--- src/rtl/sha1mh_pkg.sv ---
package sha1mh_pkg;

    typedef struct packed {
        logic [7:0] data_byte;
        logic       has_byte;
        logic       end_of_message;
    } t_cmd;

    localparam logic [0:4][31:0] H_INIT = {
        32'h67452301, 32'hEFCDAB89, 32'h98BADCFE, 32'h10325476, 32'hC3D2E1F0
    };

    localparam logic [31:0] K_0 = 32'h5A827999;
    localparam logic [31:0] K_1 = 32'h6ED9EBA1;
    localparam logic [31:0] K_2 = 32'h8F1BBCDC;
    localparam logic [31:0] K_3 = 32'hCA62C1D6;

    localparam logic [7:0] PAD_BYTE = 8'h80;

    localparam int         NUM_WORDS   = 5;
    localparam logic [2:0] LAST_INDEX  = 3'd4;
    localparam logic [6:0] LAST_ROUND  = 7'd79;

endpackage

--- src/rtl/sha1mh_front.sv ---
module sha1mh_front (
    input  logic              i_clk,
    input  logic              i_rst_n,
    input  logic              i_in_valid,
    output logic              o_in_stall,
    input  logic [7:0]        i_data_byte,
    input  logic              i_has_byte,
    input  logic              i_end_of_message,
    output logic              o_push,
    output sha1mh_pkg::t_cmd  o_push_cmd,
    input  logic              i_queue_full
);
    import sha1mh_pkg::*;

    logic r_valid;
    t_cmd r_cmd;
    logic in_acc;

    assign o_in_stall = r_valid & i_queue_full;
    assign in_acc     = i_in_valid & ~o_in_stall;
    assign o_push     = r_valid & ~i_queue_full;
    assign o_push_cmd = r_cmd;

    // Items that carry neither a byte nor an end mark are dropped here.
    always_ff @(posedge i_clk) begin
        if (!i_rst_n) begin
            r_valid <= 1'b0;
        end else if (in_acc) begin
            r_valid <= i_has_byte | i_end_of_message;
        end else if (o_push) begin
            r_valid <= 1'b0;
        end
    end

    always_ff @(posedge i_clk) begin
        if (in_acc) begin
            r_cmd.data_byte      <= i_data_byte;
            r_cmd.has_byte       <= i_has_byte;
            r_cmd.end_of_message <= i_end_of_message;
        end
    end

endmodule

--- src/rtl/sha1mh_queue.sv ---
module sha1mh_queue #(
    parameter int P_DEPTH = 4
) (
    input  logic              i_clk,
    input  logic              i_rst_n,
    input  logic              i_push,
    input  sha1mh_pkg::t_cmd  i_push_cmd,
    output logic              o_full,
    output logic              o_not_empty,
    input  logic              i_pop,
    output sha1mh_pkg::t_cmd  o_pop_cmd
);
    import sha1mh_pkg::*;

    localparam int AW = (P_DEPTH > 1) ? $clog2(P_DEPTH) : 1;
    localparam int CW = $clog2(P_DEPTH + 1);

    t_cmd          r_mem [P_DEPTH];
    logic [AW-1:0] r_wr_ptr;
    logic [AW-1:0] r_rd_ptr;
    logic [CW-1:0] r_count;
    logic          do_push;
    logic          do_pop;

    assign o_full      = (r_count == CW'(P_DEPTH));
    assign o_not_empty = (r_count != '0);
    assign do_push     = i_push & ~o_full;
    assign do_pop      = i_pop & o_not_empty;
    assign o_pop_cmd   = r_mem[r_rd_ptr];

    always_ff @(posedge i_clk) begin
        if (!i_rst_n) begin
            r_wr_ptr <= '0;
            r_rd_ptr <= '0;
            r_count  <= '0;
        end else begin
            if (do_push) begin
                r_wr_ptr <= (r_wr_ptr == AW'(P_DEPTH - 1)) ? '0 : r_wr_ptr + 1'b1;
            end
            if (do_pop) begin
                r_rd_ptr <= (r_rd_ptr == AW'(P_DEPTH - 1)) ? '0 : r_rd_ptr + 1'b1;
            end
            if (do_push && !do_pop) begin
                r_count <= r_count + 1'b1;
            end else if (do_pop && !do_push) begin
                r_count <= r_count - 1'b1;
            end
        end
    end

    always_ff @(posedge i_clk) begin
        if (do_push) begin
            r_mem[r_wr_ptr] <= i_push_cmd;
        end
    end

endmodule

--- src/rtl/sha1mh_core.sv ---
module sha1mh_core (
    input  logic              i_clk,
    input  logic              i_rst_n,
    input  logic              i_cmd_valid,
    input  sha1mh_pkg::t_cmd  i_cmd,
    output logic              o_cmd_pop,
    output logic              o_out_valid,
    input  logic              i_out_stall,
    output logic [31:0]       o_digest_word,
    output logic [2:0]        o_word_index,
    output logic              o_last_word
);
    import sha1mh_pkg::*;

    localparam logic [2:0] S_IDLE = 3'd0;
    localparam logic [2:0] S_PAD  = 3'd1;
    localparam logic [2:0] S_LEN  = 3'd2;
    localparam logic [2:0] S_COMP = 3'd3;
    localparam logic [2:0] S_ADD  = 3'd4;
    localparam logic [2:0] S_OUT  = 3'd5;

    localparam logic [1:0] A_IDLE = 2'd0;
    localparam logic [1:0] A_PAD  = 2'd1;
    localparam logic [1:0] A_LEN  = 2'd2;
    localparam logic [1:0] A_OUT  = 2'd3;

    logic [2:0]  r_state, n_state;
    logic [1:0]  r_after, n_after;
    logic [60:0] r_cnt, n_cnt;
    logic [31:0] r_chain [NUM_WORDS];
    logic [31:0] n_chain [NUM_WORDS];
    logic [31:0] r_buf [16];
    logic [31:0] n_buf [16];
    logic [31:0] r_a, r_b, r_c, r_d, r_e;
    logic [31:0] n_a, n_b, n_c, n_d, n_e;
    logic [6:0]  r_round, n_round;
    logic [2:0]  r_idx, n_idx;
    logic        r_out_valid, n_out_valid;
    logic [31:0] r_out_word, n_out_word;
    logic [2:0]  r_out_index, n_out_index;
    logic        r_out_last, n_out_last;

    logic [3:0]  wi;
    logic [1:0]  lane;
    logic [63:0] bit_len;
    logic [31:0] f_val;
    logic [31:0] k_val;
    logic [31:0] w_new;
    logic [31:0] t_val;
    logic        out_free;

    function automatic logic [31:0] put_byte(input logic [31:0] word, input logic [1:0] ln,
                                             input logic [7:0] b);
        logic [31:0] res;
        res = (ln == 2'd0) ? '0 : word;
        res[{~ln, 3'b000} +: 8] = b;
        return res;
    endfunction

    assign wi       = r_cnt[5:2];
    assign lane     = r_cnt[1:0];
    assign bit_len  = {r_cnt, 3'b000};
    assign out_free = ~r_out_valid | ~i_out_stall;
    assign o_cmd_pop = (r_state == S_IDLE) & i_cmd_valid;

    always_comb begin
        if (r_round < 7'd20) begin
            f_val = (r_b & r_c) | (~r_b & r_d);
            k_val = K_0;
        end else if (r_round < 7'd40) begin
            f_val = r_b ^ r_c ^ r_d;
            k_val = K_1;
        end else if (r_round < 7'd60) begin
            f_val = (r_b & r_c) | (r_b & r_d) | (r_c & r_d);
            k_val = K_2;
        end else begin
            f_val = r_b ^ r_c ^ r_d;
            k_val = K_3;
        end
        w_new = r_buf[13] ^ r_buf[8] ^ r_buf[2] ^ r_buf[0];
        w_new = {w_new[30:0], w_new[31]};
        t_val = {r_a[26:0], r_a[31:27]} + f_val + r_e + k_val + r_buf[0];
    end

    always_comb begin
        n_state     = r_state;
        n_after     = r_after;
        n_cnt       = r_cnt;
        n_chain     = r_chain;
        n_buf       = r_buf;
        n_a         = r_chain[0];
        n_b         = r_chain[1];
        n_c         = r_chain[2];
        n_d         = r_chain[3];
        n_e         = r_chain[4];
        n_round     = '0;
        n_idx       = r_idx;
        n_out_valid = r_out_valid & i_out_stall;
        n_out_word  = r_out_word;
        n_out_index = r_out_index;
        n_out_last  = r_out_last;

        unique case (r_state)
            S_IDLE: begin
                if (i_cmd_valid) begin
                    if (i_cmd.has_byte) begin
                        n_buf[wi] = put_byte(r_buf[wi], lane, i_cmd.data_byte);
                        n_cnt     = r_cnt + 61'd1;
                        if (r_cnt[5:0] == 6'd63) begin
                            n_state = S_COMP;
                            n_after = i_cmd.end_of_message ? A_PAD : A_IDLE;
                        end else if (i_cmd.end_of_message) begin
                            n_state = S_PAD;
                        end
                    end else if (i_cmd.end_of_message) begin
                        n_state = S_PAD;
                    end
                end
            end
            S_PAD: begin
                n_buf[wi] = put_byte(r_buf[wi], lane, PAD_BYTE);
                for (int i = 0; i < 16; i++) begin
                    if (4'(i) > wi) begin
                        n_buf[i] = '0;
                    end
                end
                if (r_cnt[5:3] != 3'b111) begin
                    n_buf[14] = bit_len[63:32];
                    n_buf[15] = bit_len[31:0];
                    n_after   = A_OUT;
                end else begin
                    n_after   = A_LEN;
                end
                n_state = S_COMP;
            end
            S_LEN: begin
                for (int i = 0; i < 16; i++) begin
                    n_buf[i] = '0;
                end
                n_buf[14] = bit_len[63:32];
                n_buf[15] = bit_len[31:0];
                n_after   = A_OUT;
                n_state   = S_COMP;
            end
            S_COMP: begin
                n_a = t_val;
                n_b = r_a;
                n_c = {r_b[1:0], r_b[31:2]};
                n_d = r_c;
                n_e = r_d;
                for (int i = 0; i < 15; i++) begin
                    n_buf[i] = r_buf[i + 1];
                end
                n_buf[15] = w_new;
                n_round   = r_round + 7'd1;
                if (r_round == LAST_ROUND) begin
                    n_state = S_ADD;
                end
            end
            S_ADD: begin
                n_chain[0] = r_chain[0] + r_a;
                n_chain[1] = r_chain[1] + r_b;
                n_chain[2] = r_chain[2] + r_c;
                n_chain[3] = r_chain[3] + r_d;
                n_chain[4] = r_chain[4] + r_e;
                unique case (r_after)
                    A_IDLE: n_state = S_IDLE;
                    A_PAD:  n_state = S_PAD;
                    A_LEN:  n_state = S_LEN;
                    A_OUT:  n_state = S_OUT;
                    default: n_state = S_IDLE;
                endcase
            end
            S_OUT: begin
                if (out_free) begin
                    n_out_valid = 1'b1;
                    n_out_word  = r_chain[r_idx];
                    n_out_index = r_idx;
                    n_out_last  = (r_idx == LAST_INDEX);
                    if (r_idx == LAST_INDEX) begin
                        for (int i = 0; i < NUM_WORDS; i++) begin
                            n_chain[i] = H_INIT[i];
                        end
                        n_cnt   = '0;
                        n_idx   = '0;
                        n_after = A_IDLE;
                        n_state = S_IDLE;
                    end else begin
                        n_idx = r_idx + 3'd1;
                    end
                end
            end
            default: begin
                n_state = S_IDLE;
            end
        endcase
    end

    always_ff @(posedge i_clk) begin
        if (!i_rst_n) begin
            r_state     <= S_IDLE;
            r_after     <= A_IDLE;
            r_cnt       <= '0;
            r_round     <= '0;
            r_idx       <= '0;
            r_out_valid <= 1'b0;
            for (int i = 0; i < NUM_WORDS; i++) begin
                r_chain[i] <= H_INIT[i];
            end
        end else begin
            r_state     <= n_state;
            r_after     <= n_after;
            r_cnt       <= n_cnt;
            r_round     <= n_round;
            r_idx       <= n_idx;
            r_out_valid <= n_out_valid;
            r_chain     <= n_chain;
        end
    end

    always_ff @(posedge i_clk) begin
        r_buf       <= n_buf;
        r_a         <= n_a;
        r_b         <= n_b;
        r_c         <= n_c;
        r_d         <= n_d;
        r_e         <= n_e;
        r_out_word  <= n_out_word;
        r_out_index <= n_out_index;
        r_out_last  <= n_out_last;
    end

    assign o_out_valid   = r_out_valid;
    assign o_digest_word = r_out_word;
    assign o_word_index  = r_out_index;
    assign o_last_word   = r_out_last;

endmodule

--- src/rtl/sha1_message_hash_top.sv ---
// A byte item is written into the block buffer by the hash core; each full 64-byte block then
// runs 80 rounds on the single round unit, followed by the chaining add, and the core takes
// no new item until it is done. An end item adds a padding step and one compression, or two
// when the length needs a second block, then the five digest words are sent in index order.
// Synchronous active-low reset clears the chaining words, byte count, queue and handshakes;
// the block buffer is not cleared.
module sha1_message_hash_top #(
    parameter int P_QUEUE_DEPTH = 4
) (
    input  logic        i_clk,
    input  logic        i_rst_n,
    input  logic        i_in_valid,
    output logic        o_in_stall,
    input  logic [7:0]  i_data_byte,
    input  logic        i_has_byte,
    input  logic        i_end_of_message,
    output logic        o_out_valid,
    input  logic        i_out_stall,
    output logic [31:0] o_digest_word,
    output logic [2:0]  o_word_index,
    output logic        o_last_word
);
    import sha1mh_pkg::*;

    logic push;
    t_cmd push_cmd;
    logic queue_full;
    logic cmd_valid;
    logic cmd_pop;
    t_cmd pop_cmd;

    sha1mh_front u_front (
        .i_clk            (i_clk),
        .i_rst_n          (i_rst_n),
        .i_in_valid       (i_in_valid),
        .o_in_stall       (o_in_stall),
        .i_data_byte      (i_data_byte),
        .i_has_byte       (i_has_byte),
        .i_end_of_message (i_end_of_message),
        .o_push           (push),
        .o_push_cmd       (push_cmd),
        .i_queue_full     (queue_full)
    );

    sha1mh_queue #(
        .P_DEPTH (P_QUEUE_DEPTH)
    ) u_queue (
        .i_clk       (i_clk),
        .i_rst_n     (i_rst_n),
        .i_push      (push),
        .i_push_cmd  (push_cmd),
        .o_full      (queue_full),
        .o_not_empty (cmd_valid),
        .i_pop       (cmd_pop),
        .o_pop_cmd   (pop_cmd)
    );

    sha1mh_core u_core (
        .i_clk         (i_clk),
        .i_rst_n       (i_rst_n),
        .i_cmd_valid   (cmd_valid),
        .i_cmd         (pop_cmd),
        .o_cmd_pop     (cmd_pop),
        .o_out_valid   (o_out_valid),
        .i_out_stall   (i_out_stall),
        .o_digest_word (o_digest_word),
        .o_word_index  (o_word_index),
        .o_last_word   (o_last_word)
    );

    a_last_flag: assert property (@(posedge i_clk) disable iff (!i_rst_n)
        o_out_valid |-> (o_last_word == (o_word_index == LAST_INDEX)))
        else $error("last word flag does not match the word index");

    a_word_order: assert property (@(posedge i_clk) disable iff (!i_rst_n)
        (o_out_valid && !i_out_stall && !o_last_word) |=>
        (o_out_valid && (o_word_index == $past(o_word_index) + 3'd1)))
        else $error("digest words are not delivered in consecutive order");

    a_first_word: assert property (@(posedge i_clk) disable iff (!i_rst_n)
        (o_out_valid && !i_out_stall && o_last_word) |=>
        (!o_out_valid || (o_word_index == 3'd0)))
        else $error("a digest run does not start with the first word");

endmodule
--- config.mk ---
export PLATFORM = sky130hd
export DESIGN_NAME = sha1_message_hash_top
export DESIGN_NICKNAME = d
export VERILOG_FILES = /design/src/rtl/sha1mh_pkg.sv /design/src/rtl/sha1mh_front.sv /design/src/rtl/sha1mh_queue.sv /design/src/rtl/sha1mh_core.sv /design/src/rtl/sha1_message_hash_top.sv
export SDC_FILE = /design/constraint.sdc
export NUM_CORES = 2
export LEC_CHECK = 0
export ABC_AREA = 0
export BUFFER_PORTS_ARGS = -buffer_cell sky130_fd_sc_hd__buf_2
export CAP_MARGIN = 10
export CORE_ASPECT_RATIO = 0.75
export CORE_MARGIN = 2
export CORE_UTILIZATION = 51
export CTS_CLUSTER_DIAMETER = 40
export DETAILED_ROUTE_END_ITERATION = 16
export PLACE_DENSITY = 0.66
export REMOVE_ABC_BUFFERS = 1
export SLEW_MARGIN = 5
export SYNTH_ARGS = -nofsm -noshare
export SYNTH_HDL_FRONTEND = slang
export SYNTH_HIERARCHICAL = 1
export SYNTH_SLANG_ARGS = --single-unit
export TNS_END_PERCENT = 30
--- constraint.sdc ---
create_clock -name i_clk -period 12.1 [get_ports i_clk]
set_clock_uncertainty 0.2 [all_clocks]
set_input_delay 2.42 -clock i_clk [delete_from_list [all_inputs] [get_ports i_clk]]
set_output_delay 2.42 -clock i_clk [all_outputs]
set_load 0.02 [all_outputs]
# Yosys cells after proc, flatten, opt, wreduce, memory -nomap -nowiden

Memory sizes are Yosys's and may differ from the RTL's. A register that Yosys moved wholly into a read port is not among the register bits.
Cells that the tools add are included.

Add/sub/neg operators: 17
Magnitude comparators: 22
Equality and inequality tests: 21
Shift operators: 3
Multiplexer cells: 82
Bitwise operators: 29
Reduce and logical (&&, ||, !) cells: 23

Operators by type and width:

| kind                    | number |
|---|---|
| $pmux 512 s4            | 1 |
| $bwmux 512              | 2 |
| $mux 32                 | 32 |
| $mux 512                | 2 |
| $mux 160                | 2 |
| $pmux 160 s2            | 1 |
| $add 32x32->32          | 9 |
| $mux 61                 | 4 |
| $xor 32x32->32          | 5 |
| $and 32x32->32          | 4 |
| $bmux 32 s4             | 1 |
| $demux 32 s4            | 1 |
| $pmux 61 s2             | 1 |
| $bmux 32 s3             | 1 |
| $or 32x32->32           | 3 |
| $bwmux 32               | 2 |
| $mux 64                 | 1 |
| $add 61x1->61 const B   | 1 |
| $gt 4x4->1 const A      | 8 |
| $not 32->32             | 1 |
| $shift 8x7->32 const A  | 1 |
| $shiftx 8x7->32         | 1 |
| $shiftx 8x7->32 const A | 1 |
| $mux 31                 | 1 |
| 48 further kinds        | 111 |

Register bits after elaboration: 963
Memory bits (writable): 40
Input port bits: 14
Output and inout port bits: 38
Logic and storage cells: 240
Memories: 1

Memories:

| name          | depth | bits a word | rd ports | clocked after memory_dff | write ports | RTL line           | RTL |
|---|---|---|---|---|---|---|---|
| u_queue.r_mem | 4     | 10          | 1        | 1                        | 1           | sha1mh_queue.sv:18 | `t_cmd r_mem [P_DEPTH];` |

# Depth between registers and ports, before layout

Word-level depth: 11
Mapped depth: 24
Depth with buffers taken out: 22

# By module

Netlist, hierarchy kept.

Modules (own cells, without submodules):

| module       | instances | cells each | area an instance (um^2) | sequential area each (um^2) |
|---|---|---|---|---|
| sha1mh_core  | 1         | 6410       | 62393.6                 | 24403.4 |
| sha1mh_queue | 1         | 103        | 1918.1                  | 1381.3 |
| sha1mh_front | 1         | 16         | 357.8                   | 320.3 |

# Worst setup path after synthesis

OpenSTA, ideal clock, no wires.

Path kind: reg-to-reg
Start point: register u_core.r_round[3]
End point: register u_core.r_a[19]
Library setup time: 0.124 ns
Data arrival time: 5.064 ns
Required time: 11.776 ns
Setup slack: 6.711 ns
Cell stages (with the launch flop): 25
Buffers on the path: 3
Period minus slack after synthesis: 5.389 ns
Cells stage by stage: dfxtp_1 > and3_1 > or3_1 > clkbuf_1 > inv_1 > a21oi_1 > clkbuf_1 > clkbuf_1 > a221oi_1 > fa_1 > fa_1 > inv_1 > ha_1 > inv_1 > fa_1 > nor2b_1 > o31a_1 > o31ai_1 > a21oi_1 > a21o_1 > a41o_1 > a21o_1 > a21oi_1 > xor2_1 > o21ai_1

Cells in the longest elaborated chain, start to end: 9
Elaborated cells between the ends (all ways): 14
Classes of those cells: add/sub: 4; order compare: 3; mux: 7

Ends and longest elaborated chain:

| what                            | RTL line           | RTL |
|---|---|---|
| start: declaration              | sha1mh_core.sv:36  | `logic [6:0] r_round, n_round;` |
| start signal: assignment        | sha1mh_core.sv:214 | `r_round <= n_round;` |
| $lt 7x6->1                      | sha1mh_core.sv:73  | `end else if (r_round < 7'd60) begin` |
| $mux 32                         | sha1mh_core.sv:73  |  |
| $mux 32                         | sha1mh_core.sv:70  | `end else if (r_round < 7'd40) begin` |
| $mux 32                         | sha1mh_core.sv:67  | `if (r_round < 7'd20) begin` |
| $add 32x32->32 (2 in a row)     | sha1mh_core.sv:82  | `t_val = {r_a[26:0], r_a[31:27]} + f_val + r_e + k_val + r_buf[0];` |
| $add 32x32->32 (*) (2 in a row) | sha1mh_core.sv:82  |  |
| $mux 32 (*)                     | sha1mh_core.sv:103 | `unique case (r_state)` |
| net u_core.n_a[19]              | sha1mh_core.sv:35  | `logic [31:0] n_a, n_b, n_c, n_d, n_e;` |
| end signal: assignment          | sha1mh_core.sv:223 | `r_a <= n_a;` |
| end: declaration                | sha1mh_core.sv:34  | `logic [31:0] r_a, r_b, r_c, r_d, r_e;` |

The timed path passes the listed nets; every way through them passes the cells marked *.
A chain may end at the register's enable or synchronous reset.

# Worst setup path after layout

Start point: register u_core.r_round[3]
End point: register u_core.r_a[31]

Same word-level chain as after synthesis.

==> metrics.md <==
| Metric | Value |
|---|---|
| Reg clk slew, reported paths | 0.05 ns |
| Fillers | 10900 |
| CTS resizes | 0 |
| Max-slew violation count | 0 |
| Number of synthesized register bits | 1005 |
| CTS H-tree lvls | 4 |
| Clock sink count | 1005 |
| Cells after Synth | 6529 |
| Commonest non-fill, non-tap cell in the layout | nand2_1 |
| Pwr per Cell Area | 191 nW/um2 |
| Fin crit share | 61.0% |
| RSZ-0062 raised after global routing | false |
| Fin area | 71300 um2 |
| Number of core rows | 113 |
| Yosys cell types | 90 |
| Synthesis Warnings | 6 |
| Maximum clock path buffer count | 3 |
| Setup bufs post-CTS | 0 |
| Drt drc | 0 |
| Ports | 52 |
| Die area | 130000 um2 |
| Tightest Pin Transition | 1.36 ns |
| Initial antenna violation count | 7 |
| WS Path Type | register to register |
| Core area | 126000 um2 |
| Worst Setup End Kind | register |
| Final Critical Period | 7.39 ns |
| Total wire length | 244000 um |
| Via-per-instance ratio | 6.93 |
| Vias in the first global route | 53500 |
| Sequential area share after synthesis | 40.4% |
| Routability cong. | 0.970 |
| Global Route Usage Sum | 36.8% |
| CP Cell Sequence | and3_1, or3_1, inv_1, a21oi_2, buf_4, a221oi_1, fa_1, fa_1, inv_1, ha_1, inv_1, fa_1, nor2b_1, o31a_1, o31ai_1, a2111oi_0, a211oi_1, a31oi_1, a41oi_1, xnor2_1, o21ai_1 |
| Post-DP HPWL | 158000 um |
| Average size of a mapped cell | 9.90 um2 |
| Initial core utilization | 51.2% |
| Critical Path AT | 7.82 ns |
| Ys async rst share | 0% |
| FMAX | 135 MHz |
| Post-layout util | 56.5% |
| EDFF count, synth | 598 |
| Wire per inst | 30.0 um |
| Fin cells | 8139 |
| Largest stage delay, worst path | 0.88 ns |
| Gr ovfl total | 0 |
| Startpoint Class | register |
| Maxcap violations | 0 |
| CTS Buf Count | 141 |
| Top_reg_cell synth | edfxtp_1 |
| Chip width | 415 um |
| Req. time, crit path | 12.53 ns |
| Root Buffer | clkbuf_16 |
| Nets | 6694 |
| Finish-stage setup viols | 0 |
| Hold Slack | 0.268 ns |
| TritonCTS clock tree | built |
| Hold_buf cts | 0 |
| Post-Route Setup TNS | 0 ns |
| Post-synth design cell area | 64700 um2 |
| Relative slew slack | 9.06% |
| Outcome | finished, final reports clean |
| Slowest cell on the critical path | inv_1 |
| Via Count | 56400 |
| Clock latency on the worst-skew pair | 0.83 ns |
| Placed cell areas | 66500 um2 |
| Final Hold Vio Count | 0 |
| Most frequent cells in the layout | 783 x nand2_1, 598 x edfxtp_1, 495 x a22oi_1 |
| Post-Place Cells | 7869 |
| Antenna viol nets, final | 0 |
| Layout cells sized above 1 | 11.5% |
| Port Buffers | 51 |
| Worst Hold Class | register to register |
| First-pass GRT wire length | 358000 um |
| Max IR drop VDD | 0.200 mV |
| TritonRoute pass-1 iters | 7 |
| Layout area overhead | 10.3% |
| Die H | 312 um |
| Largest net degree at the start of global routing | 223 |
| Initial DRC Count | 9072 |
| Worst-path maximum fanout | 21 |
| Static leakage | 27.9 nW |
## routing by layer
metal / part of all wire (%) / track usage, % / vias to the layer above / wire length [um]
li1: - / - / 24000 / -
met1: 38 / 49.5 / 27400 / 92900
met2: 42 / 53.3 / 4279 / 103000
met3: 14 / 11.9 / 793 / 34500
met4: 5.6 / 18.8 / 8 / 13600
met5: 0.049 / 0.216 / - / 120
## cells in the mapped netlist (all sizes together) (26+ instances only)
| cell type | n | area [um2] |
|---|---|---|
| buf | 131 | 652 |
| or3 | 31 | 196 |
| and3 | 35 | 224 |
| dfxtp | 407 | 8150 |
| o21a | 31 | 233 |
| nor2b | 36 | 228 |
| xor2 | 132 | 1160 |
| a21o | 95 | 714 |
| o21ai | 684 | 3420 |
| nor3 | 35 | 175 |
| o22ai | 55 | 344 |
| and2 | 35 | 221 |
| fa | 126 | 2520 |
| clkbuf | 378 | 1430 |
| edfxtp | 598 | 18000 |
| a31oi | 26 | 178 |
| xnor2 | 176 | 1540 |
| nor2 | 385 | 1450 |
| a22oi | 495 | 3720 |
| ha | 206 | 2580 |
| mux4 | 201 | 4530 |
| o21bai | 26 | 195 |
| o221ai | 30 | 263 |
| a21oi | 332 | 1660 |
| mux2i | 351 | 3510 |
| inv | 284 | 1070 |
| nand3 | 61 | 305 |
| a222oi | 88 | 881 |
| nand2 | 797 | 2990 |
## where the power goes
group	internal, mW	switching, mW	total [mW]
registers	4.18	0.526	4.71
logic	1.72	2.91	4.63
clock network	2.56	1.73	4.29
total	8.47	5.16	13.6
## logic make-up (layout without fill, tap and decap cells)
| logic type | after synthesis | after routing | share of synthesized area (%) |
|---|---|---|---|
| AOI/OAI and AO/OA | 2026 | 2026 | 20.2 |
| and+or+nand+nor | 1502 | 1502 | 9.93 |
| DFF | 1005 | 1005 | 40.4 |
| buffers and inverters | 794 | 731 | 4.87 |
| muxes | 562 | 562 | 12.6 |
| adders and majority gates | 332 | 332 | 7.89 |
| xor gates and xnor gates | 308 | 308 | 4.17 |
| other | 0 | 6 | 0 |
## metrics by stage
stage                     total power [mW]  worst slack (ns)
final                                 13.6              4.71
after global routing                  14.2              4.45
after CTS                             13.5              4.88
after detailed placement              9.21              4.92
after global placement                9.17              5.07
after floorplan                       7.68            -10.85
## area by class of cell
type / instances / area (um2) / area share, %
inverters: 285 / 1070 / 1.50
clock buffers: 173 / 3900 / 5.47
diodes: 6 / 15.0 / 0.0210
repair buffers: 185 / 1320 / 1.85
well taps: 1667 / 2090 / 2.92
flip-flops and latches: 1005 / 26100 / 36.6
clock inverters: 88 / 896 / 1.26
multi-input cells: 4730 / 35900 / 50.4
## final timing paths
path | start | end | slack [ns] | cells past startpoint
max | u_core/r_round[3] | u_core/r_a[31] | 4.71 | 21
min | u_core/r_round[0] | u_core/r_round[0] | 0.27 | 1
max reg2reg | u_core/r_round[3] | u_core/r_a[31] | 4.71 | 21
min reg2reg | u_core/r_round[0] | u_core/r_round[0] | 0.27 | 1
## worst max-delay path, delay by kind of cell, from the launching register on
kind / cells / cell delay [ns]
AND/OR/NAND/NOR: 3 / 1.03
adder cells (fa/ha/maj): 4 / 1.47
XOR/XNOR: 1 / 0.15
flip-flops: 1 / 0.34
buffers and inverters: 4 / 1.28
AO/OA/AOI/OAI: 9 / 2.76
No activity file was read; power rests on OpenSTA's default activity.
